[config.mk]
export PLATFORM = sky130hd
export DESIGN_NAME = dceta_div
export DESIGN_NICKNAME = d
export VERILOG_FILES = /design/src/rtl/dceta_pkg.sv /design/src/rtl/dceta_div.sv
export SDC_FILE = /design/constraint.sdc
export NUM_CORES = 1
export LEC_CHECK = 0
export BUFFER_PORTS_ARGS = -buffer_cell sky130_fd_sc_hd__buf_2
export CORE_ASPECT_RATIO = 1.1
export CORE_UTILIZATION = 25
export DETAILED_ROUTE_END_ITERATION = 8
export GPL_TIMING_DRIVEN = 1
export MAX_ROUTING_LAYER = met4
export REMOVE_ABC_BUFFERS = 1
export SLEW_MARGIN = 20
export SYNTH_ARGS = -nofsm -noshare
export SYNTH_HDL_FRONTEND = slang
export SYNTH_SLANG_ARGS = --single-unit
[constraint.sdc]
create_clock -name clk -period 4.1 [get_ports clk]
set_input_delay 0.41 -clock clk [delete_from_list [all_inputs] [get_ports clk]]
set_output_delay 0.41 -clock clk [all_outputs]
set_load 0.005 [all_outputs]
[src/rtl/dceta_pkg.sv]
// shared types and constants for the channel energy/time accumulator
package dceta_pkg;

	localparam int unsigned SEG_W      = 5;
	localparam int unsigned EXT_W      = 24;
	localparam int unsigned POS_W      = 32;
	localparam int unsigned TIME_W     = 32;
	localparam int unsigned ENERGY_W   = 24;
	localparam int unsigned TRACK_W    = 20;
	localparam int unsigned CHAN_W     = 12;
	localparam int unsigned CFG_IDX_W  = 3;
	localparam int unsigned CFG_DATA_W = 32;

	// binning numerator 2*pos + extent on x and y, pos - front on z, signed
	localparam int unsigned NUM_W   = 35;
	localparam int unsigned DEN_W   = 26;
	localparam int unsigned BIN_W   = 4;
	localparam int unsigned ACC_W   = 9;
	// shared divider: divisor and partial remainder width, low word width
	localparam int unsigned DIV_W   = 25;
	localparam int unsigned DIVLO_W = 32;
	localparam int unsigned STEP_W  = 6;
	localparam int unsigned PROD_W  = DIV_W + BIN_W;
	localparam int unsigned TPROD_W = TIME_W + ENERGY_W;
	localparam int unsigned TNUM_W  = TPROD_W + 1;
	localparam int unsigned DATA_W  = TRACK_W + TIME_W + ENERGY_W;

	localparam logic [STEP_W-1:0] BIN_STEPS  = STEP_W'(BIN_W);
	localparam logic [STEP_W-1:0] TIME_STEPS = STEP_W'(DIVLO_W);
	localparam logic [STEP_W-1:0] MOD_STEPS  = STEP_W'(CHAN_W);

	localparam logic [ENERGY_W-1:0] ENERGY_MAX = '1;

	localparam logic REQ_EVENT = 1'b1;

	localparam logic [SEG_W-1:0] SEG_QUAD = 5'd2;

	// quadrant map by sign of x and y
	localparam logic [CHAN_W-1:0] QUAD_PP = 12'd0;
	localparam logic [CHAN_W-1:0] QUAD_NP = 12'd1;
	localparam logic [CHAN_W-1:0] QUAD_NN = 12'd2;
	localparam logic [CHAN_W-1:0] QUAD_PN = 12'd3;

	localparam logic [SEG_W-1:0]  RST_SEGMENTS_X = 5'd2;
	localparam logic [SEG_W-1:0]  RST_SEGMENTS_Y = 5'd2;
	localparam logic [SEG_W-1:0]  RST_SEGMENTS_Z = 5'd1;
	localparam logic [EXT_W-1:0]  RST_EXTENT_X   = 24'd74240;
	localparam logic [EXT_W-1:0]  RST_EXTENT_Y   = 24'd74240;
	localparam logic [EXT_W-1:0]  RST_EXTENT_Z   = 24'd25600;
	localparam logic [POS_W-1:0]  RST_FRONT_Z    = 32'd0;

	typedef enum logic [CFG_IDX_W-1:0] {
		CFG_SEGMENTS_X = 3'd0,
		CFG_SEGMENTS_Y = 3'd1,
		CFG_SEGMENTS_Z = 3'd2,
		CFG_EXTENT_X   = 3'd3,
		CFG_EXTENT_Y   = 3'd4,
		CFG_EXTENT_Z   = 3'd5,
		CFG_FRONT_Z    = 3'd6
	} cfg_idx_t;

	typedef enum logic [1:0] {
		AXIS_X,
		AXIS_Y,
		AXIS_Z
	} axis_t;

	typedef enum logic [4:0] {
		ST_CLEAR,
		ST_IDLE,
		ST_BIN_SETUP,
		ST_BIN_CHECK,
		ST_BIN_DIV,
		ST_BIN_WAIT,
		ST_CHAN_A,
		ST_CHAN_B,
		ST_MOD_CHECK,
		ST_MOD_WAIT,
		ST_READ,
		ST_MUL_A,
		ST_MUL_B,
		ST_TSUM,
		ST_TDIV,
		ST_TWAIT,
		ST_WRITE,
		ST_RESULT
	} state_t;

	typedef struct packed {
		logic                start;
		logic [STEP_W-1:0]   steps;
		logic [DIV_W-1:0]    rem_init;
		logic [DIVLO_W-1:0]  low_init;
		logic [DIV_W-1:0]    divisor;
	} div_req_t;

	typedef struct packed {
		logic                done;
		logic [DIVLO_W-1:0]  quo;
		logic [DIV_W-1:0]    rem;
	} div_rsp_t;

endpackage

[src/rtl/dceta_div.sv]
// shared restoring divider, one quotient bit per cycle
module dceta_div (
	input  logic                clk,
	input  logic                arst_n,
	input  dceta_pkg::div_req_t req,
	output dceta_pkg::div_rsp_t rsp
);
	import dceta_pkg::*;

	logic [DIV_W-1:0]   rem_q;
	logic [DIV_W-1:0]   div_q;
	logic [DIVLO_W-1:0] low_q;
	logic [STEP_W-1:0]  cnt_q;
	logic               busy_q;
	logic               done_q;
	logic [DIV_W:0]     trial;
	logic [DIV_W:0]     diff;
	logic               fits;

	// the partial remainder stays below the divisor, so trial fits one extra bit
	always_comb begin
		trial = {rem_q, low_q[DIVLO_W-1]};
		diff  = trial - {1'b0, div_q};
		fits  = (trial >= {1'b0, div_q});
	end

	always_ff @(posedge clk or negedge arst_n) begin
		if (!arst_n) begin
			busy_q <= 1'b0;
			done_q <= 1'b0;
			cnt_q  <= '0;
		end else begin
			done_q <= 1'b0;
			if (req.start) begin
				busy_q <= 1'b1;
				cnt_q  <= req.steps;
			end else if (busy_q) begin
				cnt_q <= cnt_q - STEP_W'(1);
				if (cnt_q == STEP_W'(1)) begin
					busy_q <= 1'b0;
					done_q <= 1'b1;
				end
			end
		end
	end

	always_ff @(posedge clk) begin
		if (req.start) begin
			rem_q <= req.rem_init;
			low_q <= req.low_init;
			div_q <= req.divisor;
		end else if (busy_q) begin
			rem_q <= fits ? diff[DIV_W-1:0] : trial[DIV_W-1:0];
			low_q <= {low_q[DIVLO_W-2:0], fits};
		end
	end

	assign rsp.done = done_q;
	assign rsp.quo  = low_q;
	assign rsp.rem  = rem_q;

endmodule

==> out/results.tsv, run 1 <==
stage	metric	value	unit
yosys	synth_seq_area_share	0.523	
yosys	synth_flop_cell	edfxtp_1	
setup_path	cp_num_buf_inv	3	
yosys	synthArstFlopShare	0.0889	
timing	period_share	0.875	
setup_path	crit_family	compound AO/OA/AOI/OAI gates	
place	dp_hpwl	10.1	mm
place	gp_congestion	0.835	
outcome	status	finished, violations left	
cts	cts_tree	yes	
yosys	syn-cell-area	5090	um^2
floorplan	die_w	138	um
floorplan	num_rows	54	
setup_path	crit_type	reg -> reg	
cts	cts_buffer_depth	2	
floorplan	initial_core_util	0.255	
timing	report.final.slew_viol_count	0	
timing	setup-tns-final	0	ps
timing	hold_violations	0	
floorplan	die_y	152	um
power	ir_drop	0.263	mV
yosys	ys_seq_elements	90	
floorplan	coreArea	19900	um^2
setup_path	cp.required	4290	ps
drt	via_count	3853	
final_layout	area_delta_synth_final	26.3	%
final_layout	nets	705	
setup_path	crit_arrival	3780	ps
floorplan	num_io_pins	149	
cts	clkTransAtPathRegs	70	ps
drt	wirelength	13.3	mm
final_layout	mostFrequentLayoutCell	buf_2	
floorplan	fp.dieArea	20900	um^2
setup_path	timing.critical_path.cells	inv_1, ha_1, inv_1, fa_1, a21o_1, a221oi_4, o221ai_2, a2111o_1, nand2_2, a31oi_4, buf_4, o31a_2, o21ai_0	
timing	rsz0062_at_grt	false	
drt	drt-initial-drc-count	157	
power	total_power	4270	uW
final_layout	layout_common_cells	buf_2 (147), edfxtp_1 (82), nand2_1 (44), inv_1 (38), mux2_2 (32)	
setup_path	endpoint_kind	flop	
drt	first_pass_iters	6	
yosys	ys_types	52	
yosys	netlist.area_leader.share	0.484	
final_layout	layout-drive-gt1-share	0.352	
global_route	grt_pass1_vias	3930	
worst_hold_path	hp-class	in -> reg	
cts	clk_latency	350	ps
global_route	antenna_found_initial	5	
timing	max_freq	279	MHz
setup_path	start_kind	flop	
cts	cts_resized	0	
power	power.density	664	nW/um^2
power	leakage	0.00281	uW
cts	numClockSinks	90	
global_route	overflow	0	
drt	vias_per_cell	4.54	
flow_run	cap_violations	0	
global_route	grtUsageTotal	0.135	
cts	cts_buffers	9	
outcome	violations	DRC	
setup_path	crit_fanout	19	
yosys	synthCells	435	
cts	cts_root_buf	clkbuf_16	
timing	min_period	3590	ps
drt	drcViolationCount	10	
timing	fin_hold_ws	226	ps
place	port_buffers	148	
yosys	synth_area_leader_cell	edfxtp_1	
setup_path	crit_slowest_cell	a2111o_1	
drt	drtAntennaViolNets	0	
timing	finalSetupViolations	0	
timing	skew	7.98	ps
setup_path	crit_path_frequent_cell	inv_1	
timing	relSlewSlack	0.431	
global_route	grt_pass1_wl	20.6	mm
yosys	synth_edf_count	82	
timing	tightest_slew	853	ps
setup_path	critPathMaxStageDelay	470	ps
drt	wl_per_cell	15.7	um
yosys	ys_warn_count	0	
yosys	synth_area_leaders	edfxtp_1 (48%), mux2_2 (7.1%), ha_1 (6.6%), dfrtp_1 (3.9%), mux2i_1 (3.7%)	
global_route	grt_start_max_net_pins	56	
cts	htreeDepth	3	
yosys	synth.avg_cell_area	11.7	um^2
==> repair_timing <==
item,in CTS,in global routing
endpoints found under the hold margin,8,0
setup endpoints to repair,0,0
hold buffers,1,0
setup buffers,0,0
==> synthesized netlist by cell type (10+ instances only) <==
cell      instances
inv_1            39
mux2_2           32
clkbuf_1         11
o21ai_0          31
ha_1             27
xnor2_1          17
mux2i_1          19
edfxtp_1         82
a21oi_1          24
nor2_1           10
nand2_1          44
==> cell families (layout without fill, tap and decap cells) <==
| kind of cell | Yosys count | count (layout) | share of synthesized area |
|---|---|---|---|
| other | 0 | 5 | 0 |
| XOR/XNOR | 25 | 25 | 0.0430 |
| adder cells (fa/ha/maj) | 28 | 28 | 0.0703 |
| flip-flops | 90 | 90 | 0.523 |
| AND/OR/NAND/NOR | 90 | 90 | 0.0835 |
| multiplexers | 51 | 51 | 0.108 |
| AO/OA/AOI/OAI | 98 | 98 | 0.129 |
| buffers and inverters | 53 | 209 | 0.0435 |
==> metrics by stage <==
step / worst slack, ps / cell area (um^2) / util / instances
floorplan: 708 / 5020 / - / 421
global placement: 641 / 6110 / 0.307 / 826
detailed placement: 521 / 6110 / 0.307 / 826
CTS: 501 / 6420 / 0.322 / 843
global route: 299 / 6430 / 0.323 / 848
finish: 512 / 6430 / 0.323 / 848
==> per-layer routing <==
metal  share of wire  vias up  GRT usage  wire length, um
met5               0        -          -                0
met4           0.014        0     0.0455              182
met3           0.084       13     0.0509             1120
met2            0.47      118      0.220             6300
met1            0.43     1816      0.153             5680
li1                -     1906          -                -
==> final timing paths <==
path / from / to / slack [ps] / depth (start not counted)
worst max-delay path: low_q[31] / rem_q[23] / 510 / 13
worst min-delay path: req[10] / div_q[10] / 230 / 1
worst max register to register: low_q[31] / rem_q[23] / 510 / 13
worst min register to register: low_q[25] / low_q[26] / 580 / 1
max in group asynchronous: arst_n / done_q / 3510 / 2
min in group asynchronous: arst_n / cnt_q[1] / 430 / 2
==> area by class of cell <==
cell class,instances,area [um^2]
clock inverters,7,70.1
clock buffers,9,225
repair buffers,154,791
diodes,5,12.5
well taps,252,315
inverters,39,146
multi-input cells,292,2210
fillers,2023,13500
flip-flops and latches,90,2660
==> registers in the layout, summed over array words and instances, names as in the netlist <==
register	flops
cnt_q	6
div_q	25
done_q	1
rem_q	25
low_q	32
busy_q	1
==> where the power goes <==
group          switching [uW]  internal, uW  leakage (uW)
registers                 161          1270      0.000949
logic                    1070           923       0.00173
clock network             376           471      0.000137
total                    1610          2660       0.00281
No activity file was read; power rests on OpenSTA's default activity.
==> run 2, diff against run 1 <==
--- a/config.mk
+++ b/config.mk
@@ -7,10 +7,12 @@
 export LEC_CHECK = 0
 export BUFFER_PORTS_ARGS = -buffer_cell sky130_fd_sc_hd__buf_2
 export CORE_ASPECT_RATIO = 1.1
-export CORE_UTILIZATION = 25
+export CORE_MARGIN = 4
+export CORE_UTILIZATION = 46
 export DETAILED_ROUTE_END_ITERATION = 8
 export GPL_TIMING_DRIVEN = 1
 export MAX_ROUTING_LAYER = met4
+export PLACE_DENSITY = 0.72
 export REMOVE_ABC_BUFFERS = 1
 export SLEW_MARGIN = 20
 export SYNTH_ARGS = -nofsm -noshare
==> out/results.tsv, run 2 (same netlist as run 1, synthesis figures left out) <==
stage	metric	value	unit
outcome	status	finished clean	
flow_run	cap_violations	0	
global_route	grtUsageTotal	0.199	
setup_path	cp.required	4160	ps
final_layout	largest_reg_flops	32	
final_layout	nets	703	
cts	htreeDepth	3	
drt	first_pass_iters	6	
timing	setup-tns-final	0	ps
cts	cts_tree	yes	
floorplan	initial_core_util	0.469	
place	post-place-ws	555	ps
timing	hold_violations	0	
timing	skew	8.74	ps
final_layout	reg_top3	low_q: 32 flops, div_q: 25 flops, rem_q: 25 flops	
timing	relSlewSlack	0.560	
power	leakage	0.00281	uW
floorplan	num_io_pins	149	
drt	drt-initial-drc-count	179	
place	dp_cells	719	
setup_path	timing.critical_path.cells	inv_1, ha_1, inv_1, fa_1, a21o_1, a221oi_4, o221ai_2, a2111o_1, nand2_2, a31oi_4, buf_4, mux2i_1, a21oi_1	
timing	finalSetupViolations	0	
drt	drtAntennaViolNets	0	
timing	report.final.slew_viol_count	0	
timing	max_freq	282	MHz
global_route	grt_pass1_wl	19.3	mm
setup_path	crit_slowest_cell	a2111o_1	
cts	clk_latency	340	ps
final_layout	stdcell_count	736	
cts	cts_resized	0	
cts	cts_setup_buffers	0	
setup_path	endpoint_kind	flop	
final_layout	multiInputGateArea	2210	um^2
setup_path	crit_type	reg -> reg	
timing	postLayoutSetupSlackWorst	549	ps
place	gp_congestion	0.873	
power	ir_drop	0.364	mV
cts	numClockSinks	90	
place	port_buffers	148	
global_route	grt_pass1_vias	4152	
floorplan	die_y	118	um
cts	cts_buffers	9	
drt	wirelength	12.1	mm
timing	period_share	0.866	
power	power.density	670	nW/um^2
timing	tightest_slew	659	ps
final_layout	ff_latch_area	2660	um^2
worst_hold_path	hp-class	in -> reg	
setup_path	cp_num_buf_inv	3	
drt	via_count	3860	
timing	fin_hold_ws	239	ps
floorplan	fp.dieArea	12800	um^2
cts	cts_buffer_depth	2	
final_layout	n_antenna_cell	0	
setup_path	start_kind	flop	
timing	min_period	3550	ps
floorplan	die_w	108	um
setup_path	crit_arrival	3620	ps
global_route	grt_start_max_net_pins	59	
floorplan	coreArea	10900	um^2
setup_path	crit_family	compound AO/OA/AOI/OAI gates	
setup_path	crit_path_frequent_cell	inv_1	
drt	drcViolationCount	0	
floorplan	num_rows	40	
final_layout	layout_common_cells	buf_2 (147), edfxtp_1 (82), nand2_1 (44), inv_1 (38), mux2_2 (32)	
cts	holdBufCountCts	1	
final_layout	mostFrequentLayoutCell	buf_2	
final_layout	fillers	964	
final_layout	top_register	low_q	
timing	rsz0062_at_grt	false	
place	dp_hpwl	8.99	mm
global_route	antenna_found_initial	0	
setup_path	crit_fanout	16	
setup_path	critPathMaxStageDelay	480	ps
global_route	overflow	0	
drt	vias_per_cell	5.24	
final_layout	layout-drive-gt1-share	0.348	
final_layout	area_delta_synth_final	22.9	%
cts	cts_root_buf	clkbuf_16	
cts	clkTransAtPathRegs	60	ps
drt	wl_per_cell	16.4	um
## run 2: cell count changes in the layout (fill, tap and decap cells not counted), sizes merged
cell	previous run	this run
diode	5	0
clkbuf	9	13
clkinv	4	0
inv	39	42
buf	153	151
clkinvlp	2	0
bufinv	1	0
## run 2: worst paths after layout
kind                       slack [ps]       from         to  cells after the start
setup / recovery                  550  low_q[31]  rem_q[10]                     13
hold / removal                    240     req[4]   div_q[4]                      1
setup reg to reg                  550  low_q[31]  rem_q[10]                     13
hold reg to reg                   580  low_q[16]  low_q[17]                      1
max in group asynchronous        3510     arst_n   cnt_q[0]                      2
min in group asynchronous         430     arst_n     done_q                      2
## run 2: worst register-to-register path, stage by stage (launching register included)
cell      delay, ps
edfxtp_1        380
inv_1            90
ha_1            160
inv_1            50
fa_1            410
a21o_1          240
a221oi_4        320
o221ai_2        190
a2111o_1        480
nand2_2         110
a31oi_4         250
buf_4           330
mux2i_1         180
a21oi_1         100
## run 2: layer usage
layer  vias to the layer above  wire length, um  global-route usage  share of wire
li1                       1900                -                   -              -
met1                      1783             5200               0.242           0.43
met2                       148             5600               0.309           0.46
met3                        29              914              0.0481          0.076
met4                         0              366               0.100          0.030
met5                         -                0                   -              0
## run 2: area by class of cell
| class | count | area share |
|---|---|---|
| clock inverters | 3 | 0.00340 |
| flip-flops and latches | 90 | 0.425 |
| well taps | 147 | 0.0294 |
| repair buffers | 152 | 0.124 |
| multi-input cells | 292 | 0.353 |
| clock buffers | 13 | 0.0418 |
| inverters | 39 | 0.0234 |
## run 2: metrics by stage
stage	instance area, um^2	util	power, uW
after floorplan	5020	-	2830
after global placement	5970	0.549	3350
after detailed placement	5970	0.549	3400
after CTS	6260	0.576	4220
after global routing	6260	0.576	4490
final	6260	0.576	4190
## run 2: where the power goes
group | internal, uW | switching (uW)
Sequential | 1270 | 154
Combinational | 919 | 1050
Clock | 452 | 346
